<file path="config.mk">
export PLATFORM = sky130hd
export DESIGN_NAME = serial_packet_deframer_core
export DESIGN_NICKNAME = d
export VERILOG_FILES = /design/src/spd_pkg.sv /design/src/serial_packet_deframer_core.sv
export SDC_FILE = /design/constraint.sdc
export NUM_CORES = 1
export LEC_CHECK = 0
export BUFFER_PORTS_ARGS = -buffer_cell sky130_fd_sc_hd__buf_4
export CAP_MARGIN = 40
export CORE_MARGIN = 2
export CORE_UTILIZATION = 62
export DETAILED_ROUTE_END_ITERATION = 8
export GPL_TIMING_DRIVEN = 0
export PLACE_DENSITY = 0.82
export SLEW_MARGIN = 20
export SYNTH_ARGS = -nofsm -noshare
export SYNTH_HDL_FRONTEND = slang
export SYNTH_SLANG_ARGS = --single-unit
</file>
<file path="constraint.sdc">
create_clock -name i_clk -period 6.9 [get_ports i_clk]
set_clock_uncertainty 0.15 [all_clocks]
set_input_delay 0.69 -clock i_clk [delete_from_list [all_inputs] [get_ports i_clk]]
set_output_delay 0.69 -clock i_clk [all_outputs]
set_load 0.005 [all_outputs]
</file>
<file path="src/spd_pkg.sv">
// Shared types, codes and helper functions for the serial packet deframer.
// No dependencies; used by serial_packet_deframer_core.
`timescale 1ns / 1ps
`default_nettype none

package spd_pkg;

    // Register indexes of the configuration port
    localparam logic [1:0] CFG_FRAME_FIRST  = 2'd0;
    localparam logic [1:0] CFG_FRAME_SECOND = 2'd1;
    localparam logic [1:0] CFG_MAX_BODY     = 2'd2;

    // Reset values of the configuration registers
    localparam logic [7:0] FRAME_FIRST_RST  = 8'h00;
    localparam logic [7:0] FRAME_SECOND_RST = 8'h00;
    localparam logic [7:0] MAX_BODY_RST     = 8'hff;

    // Hang-up pattern: CR LF "NO CARRIER" CR LF
    localparam logic [3:0] PATTERN_LEN = 4'd14;

    // CRC-16 generator and top bit
    localparam logic [15:0] CRC_POLY = 16'h1021;
    localparam logic [15:0] CRC_TOP  = 16'h8000;

    // Result queue depth (one item can yield up to three results)
    localparam int unsigned QUEUE_DEPTH = 4;
    localparam int unsigned QUEUE_AW    = $clog2(QUEUE_DEPTH);

    typedef enum logic [1:0] {
        KIND_BODY    = 2'd0,
        KIND_END     = 2'd1,
        KIND_CARRIER = 2'd2
    } t_kind;

    typedef enum logic [1:0] {
        ST_GOOD     = 2'd0,
        ST_CRC_BAD  = 2'd1,
        ST_TOO_LONG = 2'd2
    } t_status;

    typedef struct packed {
        t_kind      kind;
        logic [7:0] body_byte;
        t_status    end_status;
        logic       last;
    } t_result;

    // Pattern byte at a given match position
    function automatic logic [7:0] hangup_byte(input logic [3:0] idx);
        logic [7:0] v;
        unique case (idx)
            4'd0:    v = 8'h0d;
            4'd1:    v = 8'h0a;
            4'd2:    v = 8'h4e;
            4'd3:    v = 8'h4f;
            4'd4:    v = 8'h20;
            4'd5:    v = 8'h43;
            4'd6:    v = 8'h41;
            4'd7:    v = 8'h52;
            4'd8:    v = 8'h52;
            4'd9:    v = 8'h49;
            4'd10:   v = 8'h45;
            4'd11:   v = 8'h52;
            4'd12:   v = 8'h0d;
            4'd13:   v = 8'h0a;
            default: v = 8'h00;
        endcase
        return v;
    endfunction

    // One byte of CRC-16, MSB first, unrolled over eight bit steps
    function automatic logic [15:0] crc_update(input logic [15:0] acc, input logic [7:0] b);
        logic [15:0] a;
        a = acc ^ {b, 8'h00};
        for (int k = 0; k < 8; k++) begin
            if ((a & CRC_TOP) != 16'h0000) begin
                a = {a[14:0], 1'b0} ^ CRC_POLY;
            end else begin
                a = {a[14:0], 1'b0};
            end
        end
        return a;
    endfunction

endpackage

`default_nettype wire

</file>
<file path="src/serial_packet_deframer_core.sv">
// Serial packet deframer with hang-up pattern matcher, top level.
// Depends on spd_pkg for result types, codes, the pattern table and CRC step.
//
// Usage:
//   Slave stream: one received serial byte per item on i_s_axis_tdata.
//   Master stream: results, one per item; tuser carries the kind (body byte,
//   packet end status, carrier lost), tdata the body byte and end status,
//   tlast marks the final result caused by one input byte.
//   Config channel: i_cfg_index selects frame byte one, frame byte two or the
//   body length limit; writes are taken in every cycle (o_cfg_ready is high)
//   and belong only to times when no item is in flight.
// Results of an accepted byte are written into the result queue and driven from its head.
// Throughput: one byte per cycle while each byte yields at most one result and
//   the receiver keeps tready high; the four-entry result queue drains one per
//   cycle, so a byte yielding two or three results holds off the following bytes.
// Reset: synchronous, active low; clears the hunt, CRC and matcher state,
//   empties the result queue and loads the register reset values.
// Stall: while the receiver holds tready low the queue holds its entries and
//   o_s_axis_tready drops once fewer than three free entries remain.
`timescale 1ns / 1ps
`default_nettype none

module serial_packet_deframer_core (
    input  wire logic        i_clk,
    input  wire logic        i_rst_n,
    // input stream
    input  wire logic        i_s_axis_tvalid,
    output logic             o_s_axis_tready,
    input  wire logic [7:0]  i_s_axis_tdata,   // [7:0] rx_byte
    // result stream
    output logic             o_m_axis_tvalid,
    input  wire logic        i_m_axis_tready,
    output logic [15:0]      o_m_axis_tdata,   // [7:0] body_byte, [9:8] end_status, rest 0
    output logic [1:0]       o_m_axis_tuser,   // [1:0] kind
    output logic             o_m_axis_tlast,
    // configuration writes
    input  wire logic        i_cfg_valid,
    output logic             o_cfg_ready,
    input  wire logic [1:0]  i_cfg_index,
    input  wire logic [7:0]  i_cfg_data
);

    localparam int unsigned AW = spd_pkg::QUEUE_AW;
    localparam int unsigned CW = AW + 1;

    // configuration registers
    logic [7:0] r_frame_first;
    logic [7:0] r_frame_second;
    logic [7:0] r_max_len;

    // deframer and matcher state
    logic [8:0]  r_byte_count, n_byte_count;
    logic [7:0]  r_body_length, n_body_length;
    logic [7:0]  r_expected_crc, n_expected_crc;
    logic [15:0] r_crc, n_crc;
    logic [3:0]  r_match_pos, n_match_pos;

    // result queue
    spd_pkg::t_result        r_queue [spd_pkg::QUEUE_DEPTH];
    logic [AW-1:0]           r_wr_ptr, r_rd_ptr;
    logic [CW-1:0]           r_count;

    logic                    in_fire, out_fire;
    logic [7:0]              rx;
    logic                    carrier_hit, body_emit, end_emit;
    spd_pkg::t_status        end_st;
    spd_pkg::t_result        res [3];
    logic [1:0]              push_n;
    logic [3:0]              pos;
    logic [8:0]              cnt;
    logic [7:0]              hdr_sum;

    assign o_cfg_ready     = 1'b1;
    assign o_s_axis_tready = (r_count <= CW'(spd_pkg::QUEUE_DEPTH - 3));
    assign in_fire         = i_s_axis_tvalid && o_s_axis_tready;
    assign out_fire        = o_m_axis_tvalid && i_m_axis_tready;
    assign rx              = i_s_axis_tdata;
    assign hdr_sum         = r_frame_first + r_frame_second + r_body_length;

    // hang-up pattern matcher
    always_comb begin
        pos         = (r_match_pos >= spd_pkg::PATTERN_LEN) ? 4'd0 : r_match_pos;
        carrier_hit = 1'b0;
        n_match_pos = 4'd0;
        if (rx == spd_pkg::hangup_byte(pos)) begin
            if (pos + 4'd1 == spd_pkg::PATTERN_LEN) begin
                carrier_hit = 1'b1;
            end else begin
                n_match_pos = pos + 4'd1;
            end
        end else if (pos != 4'd0 && rx == spd_pkg::hangup_byte(4'd0)) begin
            n_match_pos = 4'd1;
        end
    end

    // packet deframer: header hunt, CRC and end status
    always_comb begin
        cnt            = r_byte_count + 9'd1;
        n_body_length  = r_body_length;
        n_expected_crc = r_expected_crc;
        n_crc          = r_crc;
        body_emit      = 1'b0;
        end_emit       = 1'b0;
        end_st         = spd_pkg::ST_GOOD;
        priority if (cnt == 9'd1) begin
            if (rx != r_frame_first) cnt = 9'd0;
        end else if (cnt == 9'd2) begin
            if (rx != r_frame_second) cnt = 9'd0;
        end else if (cnt == 9'd3) begin
            n_body_length = rx;
        end else if (cnt == 9'd4) begin
            if (rx != hdr_sum) cnt = 9'd0;
        end else begin
            if (cnt == 9'd5) begin
                n_expected_crc = rx;
                n_crc          = 16'h0000;
            end else begin
                n_crc     = spd_pkg::crc_update(r_crc, rx);
                body_emit = (r_body_length <= r_max_len);
            end
            if (cnt >= 9'd5 + {1'b0, r_body_length}) begin
                end_emit = 1'b1;
                if (n_crc[7:0] != n_expected_crc) begin
                    end_st = spd_pkg::ST_CRC_BAD;
                end else if (r_body_length > r_max_len) begin
                    end_st = spd_pkg::ST_TOO_LONG;
                end
                cnt = 9'd0;
            end
        end
        n_byte_count = cnt;
    end

    // order the results of this byte: carrier lost, body byte, end status
    always_comb begin
        spd_pkg::t_result cand [3];
        logic [2:0]       want;
        cand[0] = '{kind: spd_pkg::KIND_CARRIER, body_byte: 8'h00,
                    end_status: spd_pkg::ST_GOOD, last: 1'b0};
        cand[1] = '{kind: spd_pkg::KIND_BODY, body_byte: rx,
                    end_status: spd_pkg::ST_GOOD, last: 1'b0};
        cand[2] = '{kind: spd_pkg::KIND_END, body_byte: 8'h00,
                    end_status: end_st, last: 1'b0};
        want    = {end_emit, body_emit, carrier_hit};
        push_n  = 2'd0;
        for (int k = 0; k < 3; k++) begin
            res[k] = cand[2];
        end
        for (int k = 0; k < 3; k++) begin
            if (want[k]) begin
                res[push_n] = cand[k];
                push_n      = push_n + 2'd1;
            end
        end
        // mark the final result of this byte
        for (int k = 0; k < 3; k++) begin
            res[k].last = (2'(k) + 2'd1 == push_n);
        end
    end

    // configuration registers
    always_ff @(posedge i_clk) begin
        if (!i_rst_n) begin
            r_frame_first  <= spd_pkg::FRAME_FIRST_RST;
            r_frame_second <= spd_pkg::FRAME_SECOND_RST;
            r_max_len      <= spd_pkg::MAX_BODY_RST;
        end else if (i_cfg_valid) begin
            unique case (i_cfg_index)
                spd_pkg::CFG_FRAME_FIRST:  r_frame_first  <= i_cfg_data;
                spd_pkg::CFG_FRAME_SECOND: r_frame_second <= i_cfg_data;
                spd_pkg::CFG_MAX_BODY:     r_max_len      <= i_cfg_data;
                default: ;
            endcase
        end
    end

    // advance deframer and matcher state on each accepted item
    always_ff @(posedge i_clk) begin
        if (!i_rst_n) begin
            r_byte_count   <= 9'd0;
            r_body_length  <= 8'd0;
            r_expected_crc <= 8'd0;
            r_crc          <= 16'h0000;
            r_match_pos    <= 4'd0;
        end else if (in_fire) begin
            r_byte_count   <= n_byte_count;
            r_body_length  <= n_body_length;
            r_expected_crc <= n_expected_crc;
            r_crc          <= n_crc;
            r_match_pos    <= n_match_pos;
        end
    end

    // result queue storage
    always_ff @(posedge i_clk) begin
        if (in_fire) begin
            for (int k = 0; k < 3; k++) begin
                if (2'(k) < push_n) begin
                    r_queue[r_wr_ptr + AW'(k)] <= res[k];
                end
            end
        end
    end

    // result queue pointers and fill count
    always_ff @(posedge i_clk) begin
        if (!i_rst_n) begin
            r_wr_ptr <= '0;
            r_rd_ptr <= '0;
            r_count  <= '0;
        end else begin
            if (in_fire) begin
                r_wr_ptr <= r_wr_ptr + AW'(push_n);
            end
            if (out_fire) begin
                r_rd_ptr <= r_rd_ptr + AW'(1);
            end
            r_count <= r_count + (in_fire ? CW'(push_n) : CW'(0)) - (out_fire ? CW'(1) : CW'(0));
        end
    end

    // drive the result stream from the queue head
    assign o_m_axis_tvalid = (r_count != '0);
    assign o_m_axis_tdata  = {6'b000000, r_queue[r_rd_ptr].end_status,
                              r_queue[r_rd_ptr].body_byte};
    assign o_m_axis_tuser  = r_queue[r_rd_ptr].kind;
    assign o_m_axis_tlast  = r_queue[r_rd_ptr].last;

endmodule

`default_nettype wire

</file>
# After elaboration in Yosys (flattened, before gate mapping)
# Memory sizes are Yosys's and may differ from the RTL's. A register that Yosys moved wholly into a read port is not among the register bits.
# Cells that the tools add are included.
[totals]
register_bits = 76
ramBits = 52
rom_bits = 112
inputBits = 23
output_inout_bits = 22
n_memories = 2
[classes]
addsub = 13
order_cmp = 12
n_eq_ne = 17
mux = 109
n_bitwise = 15
n_reduce_logical = 13
[mem_list]
columns = ["memory", "words", "word_bits", "rd", "rd_clocked_by_memory_dff", "write_ports", "line_no", "text"]
rows = [
  ["(no name shown)", 16, 7, 1, 0, 0, "spd_pkg.sv:51", "unique case (idx)"],
  ["r_queue", 4, 13, 1, 1, 3, "serial_packet_deframer_core.sv:59", "spd_pkg::t_result r_queue [spd_pkg::QUEUE_DEPTH];"],
]
[op_table]
columns = ["op", "count"]
rows = [
  ["$mux 16", 40],
  ["$mux 13", 11],
  ["$bwmux 39", 2],
  ["$mux 39", 2],
  ["$mux 9", 8],
  ["$demux 13 s2", 2],
  ["$mux 8", 5],
  ["$ne 8x8->1", 4],
  ["$mux 1", 24],
  ["$mux 2", 12],
  ["$not 3->3", 8],
  ["$eq 9x2->1 const B", 2],
  ["$eq 9x3->1 const B", 2],
  ["$add 8x8->8", 2],
  ["$xor 16x16->16", 1],
  ["$mux 4", 3],
  ["$add 3x8->9 const A", 1],
  ["$add 9x1->9 const B", 1],
  ["$eq 9x1->1 const B", 1],
  ["$ge 9x9->1", 1],
  ["$add 2x1->2 const B", 4],
  ["$eq 8x4->1 const B", 1],
  ["$eq 8x8->1", 1],
  ["$gt 8x8->1", 1],
  ["26 further kinds", 40],
]

# Depth between registers and ports, before layout
[logic_depth]
word_depth = 69
ltp_mapped = 25

# Worst setup path after synthesis
# OpenSTA, ideal clock, no wires.
[synth_timing]
kind = "flip-flop to flip-flop"
startpoint = "register r_match_pos[2]"
endpoint = "memory r_queue[0][0] (netlist bit), enable pin"
setup_time_ps = 427
t_arrival_ps = 4754
required_time_ps = 6323
setup_slack_ps = 1569
path_stages_with_launch = 17
path_buffers = 2
synth_period_minus_slack_ps = 5331
cell_sequence = "dfxtp_1 -> buf_2 -> buf_2 -> nand3_1 -> nand2_1 -> ha_1 -> nor2b_1 -> a211oi_1 -> a2bb2oi_1 -> xnor2_1 -> nand4_1 -> inv_1 -> ha_1 -> nor3_1 -> or2_2 -> o21ai_1 -> a2111oi_1"
[synth_rtl]
columns = ["item", "line_no", "text"]
rows = [
  ["start, declared", "serial_packet_deframer_core.sv:56", "logic [3:0] r_match_pos, n_match_pos;"],
  ["start signal, assigned", "serial_packet_deframer_core.sv:190", "r_match_pos <= n_match_pos;"],
  ["end, declared", "serial_packet_deframer_core.sv:59", ""],
]

==> key figures <==
Outcome
  – Status: finished clean

CTS
  – Clock H-tree levels: 4
  – Post-CTS resize count: 0
  – Clk root buf: clkbuf_16
  – CTS tree: done
  – Reg clk slew, reported paths: 0.06 ns
  – Setup bufs post-CTS: 0
  – Clk_lat worst skew: 0.43 ns
  – Max Root-Sink Buffers: 2
  – Sink Count: 130
  – # hold bufs at CTS: 0
  – CTS buffer count: 17

Worst hold path
  – Min-delay worst type: reg2reg
  – Hold Crit Start: r_byte_count[8]
  – Worst hold stages: 2
  – Hold Path Sink: r_byte_count[8]

Synth
  – Synthesized area per cell: 9.497 um^2
  – Post-synth EDFFs: 52
  – Synth cell types: 75
  – Seq cells post-synth: 130
  – Ys Warns: 0
  – Sequential element share of the synthesized area: 35.90%
  – Post-Syn Area: 8700 um^2
  – Cells after synthesis: 916
  – Synth Flop Type: dfxtp_1
  – Async set-reset flop share out of synthesis: 0%

Timing
  – Min cycle time layout: 5.750 ns
  – Period utilization: 83.34%
  – Achievable Freq: 173.9 MHz
  – Final setup viols: 0
  – Final hold violations: 0
  – Rel. slew slack: 41.72%
  – Hold Slack: 0.3328 ns
  – Unrepaired setup endpoints after global routing: false
  – Slew @ Worst Pin: 0.8725 ns
  – Fin. max-slew vios: 0

Global routing
  – Grt total ovfl: 0
  – Vias in the first global route: 6951
  – Initial antenna violation count: 0
  – Wire length of the first global-routing pass: 35590 um
  – Largest net degree at the start of global routing: 17
  – Total GRT Usage: 30.79%

Setup path
  – Worst R2R Setup Slack: 1.15 ns
  – Reg-to-Reg Start: r_match_pos[2]
  – CP Max Fanout: 11
  – Setup crit start kind: register
  – Critical Path AT: 5.74 ns
  – Setup crit end kind: register
  – Worst Reg-to-Reg Cells: 17
  – Critical path type: reg2reg
  – Worst Path Required: 6.89 ns
  – Reg2reg end: r_queue[0][3]

Final layout
  – Diode count: 0
  – Share of cells above drive strength 1: 13.13%
  – Fin nets: 1050
  – P&R area growth vs syn: 12.90%
  – Fill count: 1090

Power
  – Switching share of total power: 26.44%
  – Reg power frac: 39.3%
  – Overall Power: 0.002134 W
  – Clk pwr share: 42.4%
  – Pwr/cell area: 217.3 nW/um^2
  – Peak supply drop: 141.6 uV
  – Total internal power: 0.001570 W
  – Comb pwr share: 18.3%
  – Leak: 3.920 nW
  – Switching component of the power: 0.0005644 W

Detailed routing
  – DRC viols: 0
  – DR pass1 iterations: 6
  – Starting DRC count in detailed routing: 651
  – Total Routed Length: 21930 um
  – Via density: 6.156
  – Routed length per instance: 18.74 um
  – Vias: 7202
  – Post-route ant nets: 0

Placement
  – Global placement routability congestion: 0.9526
  – Detailed placer's ending HPWL: 15910 um
  – Number of port buffers: 32

Floorplanning
  – Die height: 122.5 um
  – Die Span X: 122.5 um
  – Placement Rows: 43
  – I/O pin cnt: 45
  – Die area: 15000 um^2
  – Core area: 13770 um^2
  – Starting density of the core: 63.16%

Job
  – MaxCap Viol Count: 0
==> critical path, cell delays in order (launching register included) <==
cell       delay (ns)
dfxtp_1          0.31
buf_2            0.17
buf_2            0.25
nand3_1          0.12
nand2_1          0.13
ha_1             0.26
nand2b_1         0.13
a21oi_1          0.08
or3b_1           0.41
a211oi_2         0.24
nand4_1          0.57
ha_1             0.58
and3_1           0.25
nor2_2           0.28
o21ai_1          0.18
a2111oi_2        0.85
buf_4            0.29
buf_2            0.20
==> synth_stat cells, types with 12 or more instances <==
master	count	share of area, %
dfxtp_1	78	18
nand2b_1	12	0.86
nor3_1	32	1.8
inv_1	28	1.2
xnor2_1	53	5.3
clkbuf_1	34	1.5
nand2_1	66	2.8
ha_1	41	5.9
buf_2	12	0.69
nor2_1	44	1.9
a21boi_0	20	1.7
nand3_1	37	2.1
o211ai_1	15	1.3
mux4_2	13	3.4
nor2b_1	54	3.9
edfxtp_1	52	18
mux2i_1	36	4.1
xor2_1	29	2.9
a21oi_1	45	2.6
o21ai_0	42	2.4
==> cells by family (layout without fill, tap and decap cells) <==
kind of cell             Yosys count  in the layout  synth area share, %
adder cells (fa/ha/maj)           50             50                7.968
buffers and inverters             91            160                4.573
XOR/XNOR                          88             88                9.651
AND/OR/NAND/NOR                  309            309                19.20
other                              2              7              0.08633
flip-flops                       130            130                35.90
multiplexers                      49             49                7.508
AO/OA/AOI/OAI                    197            197                15.12
==> placed cells by master, fill, tap and decap left out, types with 12 or more instances in the layout <==
cell type  synthesis  routed
ha_1              41      41
nand2_1           66      66
nor2_1            44      44
clkbuf_1          34      35
nand2b_1          12      12
a21boi_0          20      20
mux2i_1           36      36
o211ai_1          15      15
nor3_1            32      32
dfxtp_1           78      78
nor2b_1           54      54
o21ai_0           42      42
inv_1             28      28
clkbuf_16          0      19
xor2_1            29      29
mux4_2            13      13
buf_2             12      13
edfxtp_1          52      52
nand3_1           37      37
xnor2_1           53      53
buf_4             11      45
a21oi_1           45      45
==> state kept, by name, summed over array words and instances (netlist names), 8 cells and up, named ones only <==
signal and cells:
r_body_length 8, r_byte_count 9, r_crc 16, r_expected_crc 8, r_frame_first 8, r_frame_second 8
r_max_len 8, r_queue 52
==> how the worst max path moves through the flow <==
stage	slack, ns	endpoint	startpoint	cells past startpoint
finish	1.15	r_queue[0][3]	r_match_pos[2]	17
global route	0.81	r_count[2]	r_match_pos[3]	23
CTS	1.29	r_queue[0][4]	r_match_pos[3]	17
detailed placement	1.34	r_queue[0][3]	r_match_pos[3]	17
global placement	-0.05	r_queue[0][4]	r_match_pos[3]	15
floorplan	1.57	r_queue[0][0]	r_match_pos[2]	16
==> per-stage QoR <==
step	std cells	area (um^2)	setup TNS (ns)	setup WS [ns]	utilization [%]
2_1_floorplan	921	8718	0	1.569	-
3_3_place_gp	1133	9184	-0.6329	-0.04965	66.68
3_5_place_dp	1137	9218	0	1.343	66.92
4_1_cts	1169	9811	0	1.295	71.23
5_1_grt	1170	9822	0	0.8136	71.31
6_report	1170	9822	0	1.150	71.31
==> layout make-up <==
class                           count  area (um^2)  share of cell area, %
Timing Repair Buffer               37        275.3                  2.803
Multi-Input combinational cell    700         5207                  53.02
Sequential cell                   130         3123                  31.80
Clock buffer                       24        521.8                  5.312
Inverter                           30        112.6                  1.146
Buffer                             61        285.3                  2.904
Clock inverter                      8        71.32                 0.7261
Tap cell                          180        225.2                  2.293
==> power groups by stage <==
stage                     combinational (W)  clock (W)  sequential (W)
final                              0.000391   0.000905        0.000839
after global routing               0.000429   0.000937        0.000842
after CTS                          0.000386   0.000902        0.000839
after detailed placement           0.000383          0        0.000855
after global placement             0.000376          0        0.000853
after floorplan                    0.000263          0        0.000848
==> metal layers <==
| metal | part of all wire [%] | up-vias | GRT usage (%) |
|---|---|---|---|
| met5 | 0 | - | 0 |
| met4 | 2.9 | 0 | 11.93 |
| met3 | 6.2 | 71 | 5.204 |
| met2 | 50 | 319 | 53.23 |
| met1 | 41 | 3413 | 38.46 |
| li1 | - | 3399 | - |
(Power assumes the default switching activity.)
